==> src/tti_pkg.sv <==
package tti_pkg;

	localparam int TIMER_W = 8;
	localparam int CFG_IDX_W = 3;
	localparam int CFG_DATA_W = 8;
	localparam int TICK_W = 10;
	localparam int FRAME_W = 4;
	localparam logic [FRAME_W-1:0] FRAME_LAST = 4'd11;

	localparam logic [CFG_IDX_W-1:0] CFG_NEWER_HW = 3'd0;
	localparam logic [CFG_IDX_W-1:0] CFG_OSC_CTRL = 3'd1;
	localparam logic [CFG_IDX_W-1:0] CFG_TIMER_RELOAD = 3'd2;
	localparam logic [CFG_IDX_W-1:0] CFG_LINK_INT_EN = 3'd3;
	localparam logic [CFG_IDX_W-1:0] CFG_POWER_CTRL = 3'd4;

	// osc_control bits
	localparam int OSC_EN_BIT = 1;
	localparam int INT3_EN_BIT = 2;
	localparam int TIMER_EN_BIT = 3;
	localparam int MASK_BIT = 7;

	// link_int_enable bits
	localparam int LINK_OFF_BIT = 6;

	typedef struct packed {
		logic       newer_hardware;
		logic [7:0] osc_control;
		logic [7:0] timer_reload;
		logic [7:0] link_int_enable;
		logic [7:0] power_control;
	} cfg_t;

	typedef struct packed {
		logic       irq_one;
		logic       irq_three;
		logic       irq_four;
		logic       irq_five;
		logic       kbd_scan;
		logic       link_poll;
		logic       lcd_refresh;
		logic [7:0] timer_now;
		logic       frame_sync;
	} res_t;

endpackage

==> src/asic_tick_timer_interrupts.sv <==
// Tick timer and interrupt glue, one OSC2 tick per item.
// Each accepted item passes through the input register and then the result register;
// out_stall can hold it in the input register before out_valid rises.
// Throughput: 1 item per cycle; out_stall holds both stages and backs up into in_stall.
// Reset (arst_n low, asynchronous): config registers, timer and tick/frame counters
// clear to zero and both pipeline stages empty.
module asic_tick_timer_interrupts (
	input  logic                           clk,
	input  logic                           arst_n,
	input  logic                           cfg_wr_en,
	input  logic [tti_pkg::CFG_IDX_W-1:0]  cfg_index,
	input  logic [tti_pkg::CFG_DATA_W-1:0] cfg_data,
	input  logic                           in_valid,
	output logic                           in_stall,
	input  logic [7:0]                     link_status,
	output logic                           out_valid,
	input  logic                           out_stall,
	output logic                           irq_one,
	output logic                           irq_three,
	output logic                           irq_four,
	output logic                           irq_five,
	output logic                           kbd_scan,
	output logic                           link_poll,
	output logic                           lcd_refresh,
	output logic [7:0]                     timer_now,
	output logic                           frame_sync
);

	tti_pkg::cfg_t cfg;
	tti_pkg::res_t res_c, res_s2;
	logic          valid_s1, valid_s2;
	logic [7:0]    status_s1;
	logic          adv_s1;

	// stage 1 moves on when the result register is empty or being drained
	assign adv_s1   = valid_s1 && (!valid_s2 || !out_stall);
	assign in_stall = valid_s1 && !adv_s1;

	tti_cfg u_cfg (
		.clk       (clk),
		.arst_n    (arst_n),
		.cfg_wr_en (cfg_wr_en),
		.cfg_index (cfg_index),
		.cfg_data  (cfg_data),
		.cfg       (cfg)
	);

	tti_core u_core (
		.clk    (clk),
		.arst_n (arst_n),
		.cfg    (cfg),
		.adv    (adv_s1),
		.status (status_s1),
		.res    (res_c)
	);

	always_ff @(posedge clk or negedge arst_n) begin
		if (!arst_n) begin
			valid_s1 <= 1'b0;
		end else if (!in_stall) begin
			valid_s1 <= in_valid;
		end
	end

	always_ff @(posedge clk) begin
		if (in_valid && !in_stall)
			status_s1 <= link_status;
	end

	always_ff @(posedge clk or negedge arst_n) begin
		if (!arst_n) begin
			valid_s2 <= 1'b0;
		end else if (!valid_s2 || !out_stall) begin
			valid_s2 <= valid_s1;
		end
	end

	always_ff @(posedge clk) begin
		if (adv_s1)
			res_s2 <= res_c;
	end

	assign out_valid   = valid_s2;
	assign irq_one     = res_s2.irq_one;
	assign irq_three   = res_s2.irq_three;
	assign irq_four    = res_s2.irq_four;
	assign irq_five    = res_s2.irq_five;
	assign kbd_scan    = res_s2.kbd_scan;
	assign link_poll   = res_s2.link_poll;
	assign lcd_refresh = res_s2.lcd_refresh;
	assign timer_now   = res_s2.timer_now;
	assign frame_sync  = res_s2.frame_sync;

endmodule

==> src/tti_cfg.sv <==
module tti_cfg (
	input  logic                           clk,
	input  logic                           arst_n,
	input  logic                           cfg_wr_en,
	input  logic [tti_pkg::CFG_IDX_W-1:0]  cfg_index,
	input  logic [tti_pkg::CFG_DATA_W-1:0] cfg_data,
	output tti_pkg::cfg_t                  cfg
);

	tti_pkg::cfg_t cfg_q;

	always_ff @(posedge clk or negedge arst_n) begin
		if (!arst_n) begin
			cfg_q <= '0;
		end else if (cfg_wr_en) begin
			case (cfg_index)
				tti_pkg::CFG_NEWER_HW:     cfg_q.newer_hardware  <= cfg_data[0];
				tti_pkg::CFG_OSC_CTRL:     cfg_q.osc_control     <= cfg_data;
				tti_pkg::CFG_TIMER_RELOAD: cfg_q.timer_reload    <= cfg_data;
				tti_pkg::CFG_LINK_INT_EN:  cfg_q.link_int_enable <= cfg_data;
				tti_pkg::CFG_POWER_CTRL:   cfg_q.power_control   <= cfg_data;
				default: ;
			endcase
		end
	end

	assign cfg = cfg_q;

endmodule

==> src/tti_core.sv <==
module tti_core (
	input  logic          clk,
	input  logic          arst_n,
	input  tti_pkg::cfg_t cfg,
	input  logic          adv,
	input  logic [7:0]    status,
	output tti_pkg::res_t res
);

	logic [tti_pkg::TIMER_W-1:0] timer_q, timer_d;
	logic [tti_pkg::TICK_W-1:0]  tick_q, tick_d;
	logic [tti_pkg::FRAME_W-1:0] frame_q, frame_d;
	logic                        fbit_q, fbit_d;
	logic                        osc_on, tmr_on, allow, blocked, link_on;

	always_comb begin
		osc_on  = cfg.osc_control[tti_pkg::OSC_EN_BIT];
		tmr_on  = cfg.osc_control[tti_pkg::TIMER_EN_BIT];
		link_on = !cfg.link_int_enable[tti_pkg::LINK_OFF_BIT];
		blocked = cfg.power_control[2] && !cfg.power_control[1];
		allow   = !cfg.osc_control[tti_pkg::MASK_BIT] && (!cfg.newer_hardware || !blocked);

		timer_d = timer_q;
		tick_d  = tick_q;
		frame_d = frame_q;
		fbit_d  = fbit_q;
		res     = '0;

		if (!osc_on) begin
			res.kbd_scan = 1'b1;
		end else begin
			if (tmr_on) begin
				// reload on the tick after reaching zero
				if (timer_q == '0)
					timer_d = tti_pkg::TIMER_W'(cfg.timer_reload);
				else
					timer_d = timer_q + 1'b1;
				tick_d  = tick_q + 1'b1;
				frame_d = (frame_q >= tti_pkg::FRAME_LAST) ? '0 : frame_q + 1'b1;
			end
			if (frame_d == '0 && cfg.newer_hardware)
				fbit_d = ~fbit_q;

			res.irq_one   = (tick_d[1:0] == 2'd0) && allow;
			res.irq_three = (tick_d == '0) && cfg.osc_control[tti_pkg::INT3_EN_BIT] && allow;
			res.link_poll = link_on;
			res.irq_four  = link_on && ((cfg.link_int_enable[3] && status[7]) ||
			                            (cfg.link_int_enable[2] && status[3]) ||
			                            (cfg.link_int_enable[1] && status[6]) ||
			                            (cfg.link_int_enable[0] && status[5]));
			res.irq_five    = (timer_d == '0) && allow;
			res.kbd_scan    = (tick_d[2:0] == 3'd0);
			res.lcd_refresh = !cfg.newer_hardware && (tick_d[3:0] == 4'd0);
		end
		res.timer_now  = timer_d[7:0];
		res.frame_sync = fbit_d;
	end

	always_ff @(posedge clk or negedge arst_n) begin
		if (!arst_n) begin
			timer_q <= '0;
			tick_q  <= '0;
			frame_q <= '0;
			fbit_q  <= 1'b0;
		end else if (adv) begin
			timer_q <= timer_d;
			tick_q  <= tick_d;
			frame_q <= frame_d;
			fbit_q  <= fbit_d;
		end
	end

endmodule

==> config.mk <==
export PLATFORM = sky130hd
export DESIGN_NAME = asic_tick_timer_interrupts
export DESIGN_NICKNAME = d
export VERILOG_FILES = /design/src/tti_pkg.sv /design/src/asic_tick_timer_interrupts.sv /design/src/tti_cfg.sv /design/src/tti_core.sv
export SDC_FILE = /design/constraint.sdc
export NUM_CORES = 1
export LEC_CHECK = 0
export BUFFER_PORTS_ARGS = -buffer_cell sky130_fd_sc_hd__buf_2
export CAP_MARGIN = 20
export CELL_PAD_IN_SITES_DETAIL_PLACEMENT = 1
export CELL_PAD_IN_SITES_GLOBAL_PLACEMENT = 1
export CORE_MARGIN = 3
export CORE_UTILIZATION = 40
export CTS_CLUSTER_SIZE = 40
export DETAILED_ROUTE_END_ITERATION = 10
export PLACE_DENSITY_LB_ADDON = 0.1
export SLEW_MARGIN = 20
export SYNTH_ARGS = -nofsm -noshare
export SYNTH_HDL_FRONTEND = slang
export SYNTH_SLANG_ARGS = --single-unit
==> constraint.sdc <==
create_clock -name clk -period 2.2 [get_ports clk]
set_clock_uncertainty 0.1 [all_clocks]
set_input_delay 0.55 -clock clk [delete_from_list [all_inputs] [get_ports clk]]
set_output_delay 0.55 -clock clk [all_outputs]
set_load 0.02 [all_outputs]
* Word level (Yosys, flattened, before mapping) *
Cells that the tools add are included.

cells by class
  add/sub/neg operators = 3
  magnitude comparators = 1
  eq/ne operators = 4
  muxes and demuxes = 11
  bitwise operators = 1
  reduce and logical (&&, ||, !) cells = 44

operator list
  operator                                                  number
  two-way mux 8 bit                                         4
  two-way mux 10 bit                                        2
  logical AND 1 bit                                         16
  logical NOT 8 bit                                         2
  two-way mux 4 bit                                         3
  AND reduction 2 bit                                       6
  adder 10 x 1 -> 10 bit, second input constant             1
  logical NOT 10 bit                                        1
  logical NOT 1 bit                                         9
  adder 8 x 1 -> 8 bit, second input constant               1
  logical NOT 4 bit                                         2
  == test 3 x 2 -> 1 bit, second input constant             2
  logical NOT 3 bit                                         2
  logical OR 1 bit                                          5
  adder 4 x 1 -> 4 bit, second input constant               1
  greater-or-equal comparator 4 bit, second input constant  1
  == test 3 x 1 -> 1 bit, second input constant             1
  == test 3 bit, second input constant                      1
  logical NOT 2 bit                                         1
  two-way mux 1 bit                                         2
  NOT 1 bit                                                 1

word-level totals
  bits in registers = 76
  input port bits = 24
  output and inout bits = 18
  logic and storage cells = 85

* Depth between registers and ports, before layout *
  depth after elaboration = 8
  depth in mapped cells = 7
  gate-level depth less buffers = 7

* Hierarchy *
A second synthesis with hierarchy kept.

second synthesis, totals
  cells, all modules = 328
  area total of the unflattened synthesis = 3916.3 um2

by module, submodules not included
  module                      instances  cells an instance  area an instance (um2)  seq. area each (um2)
  tti_core                    1          222                1780.5                  575.6
  tti_cfg                     1          74                 1322.5                  825.8
  asic_tick_timer_interrupts  1          32                 813.3                   770.7

* Worst setup path after synthesis *
No wires, ideal clock.

  kind = flip-flop to flip-flop
  from = register u_core.timer_q[0] in the netlist's numbering
  to = register res_s2 (netlist bit irq_five), data pin
  library setup time = 0.170 ns
  data arrival time = 2.001 ns
  required time = 1.930 ns
  path slack = -0.070 ns
  stages on the path, launching flop included = 8
  buffers on the path = 0
  period minus slack after synthesis = 2.270 ns
  path through = dfrtp_1 > inv_1 > ha_1 > or3b_2 > o31ai_4 > nand2_1 > a221o_1 > nor4_2

on the way
  cells in the longest elaborated chain, start to end = 6
  elaborated cells on any way between the ends = 7
  those cells by class = 1 x add/sub; 3 x mux; 3 x reduce/logical

RTL lines
  item                                                              line                              source
  start, declared                                                   tti_core.sv:10                    logic [tti_pkg::TIMER_W-1:0] timer_q, timer_d;
  start signal, assigned                                            tti_core.sv:66                    timer_q <= timer_d;
  adder 8 x 1 -> 8 bit / logical NOT 8 bit (equally long branches)  tti_core.sv:37, tti_core.sv:34
  two-way mux 8 bit                                                 tti_core.sv:34                    if (timer_q == '0)
  two-way mux 8 bit (*)                                             tti_core.sv:32                    if (tmr_on) begin
  two-way mux 8 bit (*)                                             tti_core.sv:29                    if (!osc_on) begin
  logical NOT 8 bit (*)                                             tti_core.sv:51                    res.irq_five = (timer_d == '0) && allow;
  logical AND 1 bit (*)                                             tti_core.sv:51
  end signal, assigned                                              asic_tick_timer_interrupts.sv:80  res_s2 <= res_c;
  end, declared                                                     asic_tick_timer_interrupts.sv:30  tti_pkg::res_t res_c, res_s2;

Mark *: on every way between the ends. The rest lies on a longest branch, timed or not. The select of a mux whose other input is x is not followed.
A chain may end at the register's enable or synchronous reset.

* Final worst setup path *
Same ends and word-level chain as after synthesis.

==> results.json <==
{
  "p_total_mw": 4.63,
  "wl_um": 7420,
  "synth_xor_xnor_area_share": 0.0355,
  "initial_utilization": 0.413,
  "maxCapViolCount": 0,
  "clock-root-buffer": "clkbuf_8",
  "die_w_um": 95.5,
  "synth_commonest_cells": "45 x dfrtp_1, 28 x nand2_1, 20 x edfxtp_1",
  "drc": 0,
  "coreArea_mm2": 0.00777,
  "antenna_found_initial": 0,
  "slew_viol_final": 0,
  "post-place-ws_ns": -0.0770,
  "synthFlopType": "dfrtp_1",
  "first_pass_iters": 4,
  "synth-simple-area-share": 0.169,
  "reg2reg_slack_ns": -0.004,
  "dpl.hpwl_um": 5480,
  "synth_top_family_by_area": "simple AND/OR/NAND/NOR gates",
  "relSlewSlack": 0.594,
  "vias": 2395,
  "rsz0062_at_grt": "true",
  "vdd_ir_drop_max_uv": 431,
  "yosysTopAreaCell": "dfrtp_1",
  "p_per_area_mw_per_mm2": 1180,
  "switching_power_mw": 1.64,
  "setup_slack_ns": -0.00389,
  "path_class": "reg2reg",
  "status": "complete, but fails checks",
  "synthArstFlopShare": 0.692,
  "synth_edf_count": 20,
  "synth-compound-area-share": 0.119,
  "fin_crit_sh": 1.00,
  "post_cts_buffers": 0,
  "synth_top_cells_by_area": "dfrtp_1 35%, edfxtp_1 19%, mux2_2 6.7%",
  "rows": 32,
  "fmax_mhz": 454,
  "required_ns": 2.26,
  "hold_viol_final": 0,
  "clock_sinks": 65,
  "p_clk_frac": 0.244,
  "register_area_mm2": 0.00173,
  "combPwrFrac": 0.371,
  "viasPerCell": 5.25,
  "syn_inst": 288,
  "cts_tree": "yes",
  "netlist_area_mm2": 0.00320,
  "drive_above_1_share": 0.308,
  "clk_latency_ns": 0.34,
  "tightestPinTransition_ns": 0.610,
  "grt_pass1_vias": 2452,
  "ioPinCount": 42,
  "grt_usage": 0.181,
  "worst_ep_arrival_time_ns": 2.26,
  "final-setup-viol-count": 1,
  "overflow": 0,
  "holdWs_ns": 0.208,
  "io_buffers": 37,
  "yosysTopAreaCellShare": 0.351,
  "synth_cell_type_count": 55,
  "yosysWarnings": 0,
  "multi_input_area_mm2": 0.00145,
  "grt_max_degree": 46,
  "area_growth_pct": 22.6,
  "cts_buffer_depth": 2,
  "detail_route.iter0.violations": 62,
  "htreeDepth": 3,
  "hp-class": "in2async",
  "start_kind": "flop",
  "syn_nets": 316,
  "p_leak_nw": 1.70,
  "internal_power_mw": 2.99,
  "synth_most_common_cell": "dfrtp_1",
  "cts_hold_buf": 0,
  "crit_path_end_kind": "flop",
  "grt_pass1_wl_um": 12300,
  "synth-seq-area-share": 0.539,
  "numCtsBuffers": 9,
  "fillers": 885,
  "fin_nets": 377,
  "gp_congestion": 0.842,
  "synthAdderAreaFrac": 0.0156,
  "dieArea_mm2": 0.00912,
  "cp_max_fo": 4,
  "ant_nets": 0,
  "violations": "setup timing",
  "syn_avg_cell_area_um2": 11.1,
  "post_drt_wl_per_cell_um": 16.3,
  "synth-seq-cells": 65,
  "period_needed_ns": 2.20,
  "n_antenna_cell": 0,
  "power.share.sequential": 0.385,
  "power_switching_share": 0.354,
  "clk_pin_slew_ns": 0.08,
  "die_h_um": 95.5,
  "yosys-mux-area-fraction": 0.0941
}
==> worst max-delay path: stages, from the launching register on <==
cell	delay [ns]
dfrtp_1	0.35
inv_1	0.06
ha_1	0.20
or3b_4	0.30
nor2_4	0.06
or3_1	0.37
a311o_1	0.34
nor4_2	0.24
==> repair_timing <==
action	CTS	global route
pin swaps	8	2
resized for setup	6	5
endpoints found under the hold margin	0	0
setup endpoints to repair	1	4
==> through the flow <==
step                instance area [um2]  instances   TNS, ns   util
global route                       3930        456    -0.132  0.506
finish                             3930        456  -0.00389  0.506
detailed placement                 3650        440   -0.0770  0.470
CTS                                3900        456         0  0.502
global placement                   3650        440   -0.0303  0.470
floorplan                          3210        288         0      -
==> final timing paths <==
check | end | cells after the start | from
max reg2reg | irq_five | 7 | u_core.timer_q[0]
max | irq_five | 7 | u_core.timer_q[0]
min reg2reg | u_core.fbit_q | 1 | u_core.fbit_q
min | u_core.tick_q[5] | 2 | arst_n
max in group asynchronous | u_cfg.cfg[16] | 2 | arst_n
min in group clk | status_s1[3] | 1 | link_status[3]
==> cells by family (layout without fill, tap and decap cells) <==
family                   after synthesis  after routing
adder cells (fa/ha/maj)                4              4
flip-flops                            65             65
multiplexers                          27             27
XOR/XNOR                              13             13
AND/OR/NAND/NOR                      102            102
buffers and inverters                 22             88
AO/OA/AOI/OAI                         55             55
==> power groups by stage <==
stage / sequential (mW) / clock (mW) / combinational (mW)
after floorplan: 1.85 / 0 / 0.996
after global placement: 1.79 / 0 / 1.60
after detailed placement: 1.80 / 0 / 1.64
after CTS: 1.78 / 1.16 / 1.70
after global routing: 1.82 / 1.22 / 1.92
final: 1.78 / 1.13 / 1.72
==> sequential cells by signal, indices dropped and copies added (netlist names), 4 cells and up <==
| name | flops |
|---|---|
| timer_now | 8 |
| status_s1 | 4 |
| u_core.tick_q | 10 |
| u_core.timer_q | 8 |
| u_cfg.cfg | 20 |
| u_core.frame_q | 4 |
==> area by class of cell <==
cell class	count	area share
clock buffer	9	0.0315
tap	102	0.0325
multi-input combinational	201	0.369
timing repair buffer	61	0.0930
clock inverter	7	0.0242
inverter	11	0.0105
sequential	65	0.440
==> layout by cell type (no fill, tap or decap), types with 3 or more instances in the layout <==
| master | Yosys | routed |
|---|---|---|
| mux2_1 | 6 | 6 |
| nor2b_1 | 4 | 4 |
| and3_1 | 4 | 3 |
| nor4_1 | 5 | 4 |
| nor3_1 | 8 | 8 |
| dfrtp_1 | 45 | 45 |
| ha_1 | 4 | 4 |
| nand3_1 | 11 | 11 |
| o21ai_1 | 5 | 5 |
| nor2_1 | 14 | 14 |
| buf_2 | 1 | 37 |
| a21oi_1 | 11 | 11 |
| xor2_1 | 3 | 3 |
| edfxtp_1 | 20 | 20 |
| inv_1 | 11 | 11 |
| buf_4 | 0 | 24 |
| and2_1 | 3 | 3 |
| a21o_1 | 3 | 3 |
| o21ai_0 | 9 | 8 |
| o31ai_1 | 4 | 4 |
| mux2_2 | 19 | 19 |
| nand2_1 | 28 | 28 |
| clkbuf_8 | 0 | 9 |
| nand4_1 | 9 | 9 |
| xnor2_1 | 10 | 10 |
| a31oi_1 | 3 | 3 |
==> metal layers <==
layer	track usage	up-vias	wire [um]
met5	0	-	0
met4	0.0533	0	79
met3	0.0521	6	220
met2	0.289	35	3570
met1	0.240	1177	3550
li1	-	1177	-
Power figures use the tool's default switching activity.
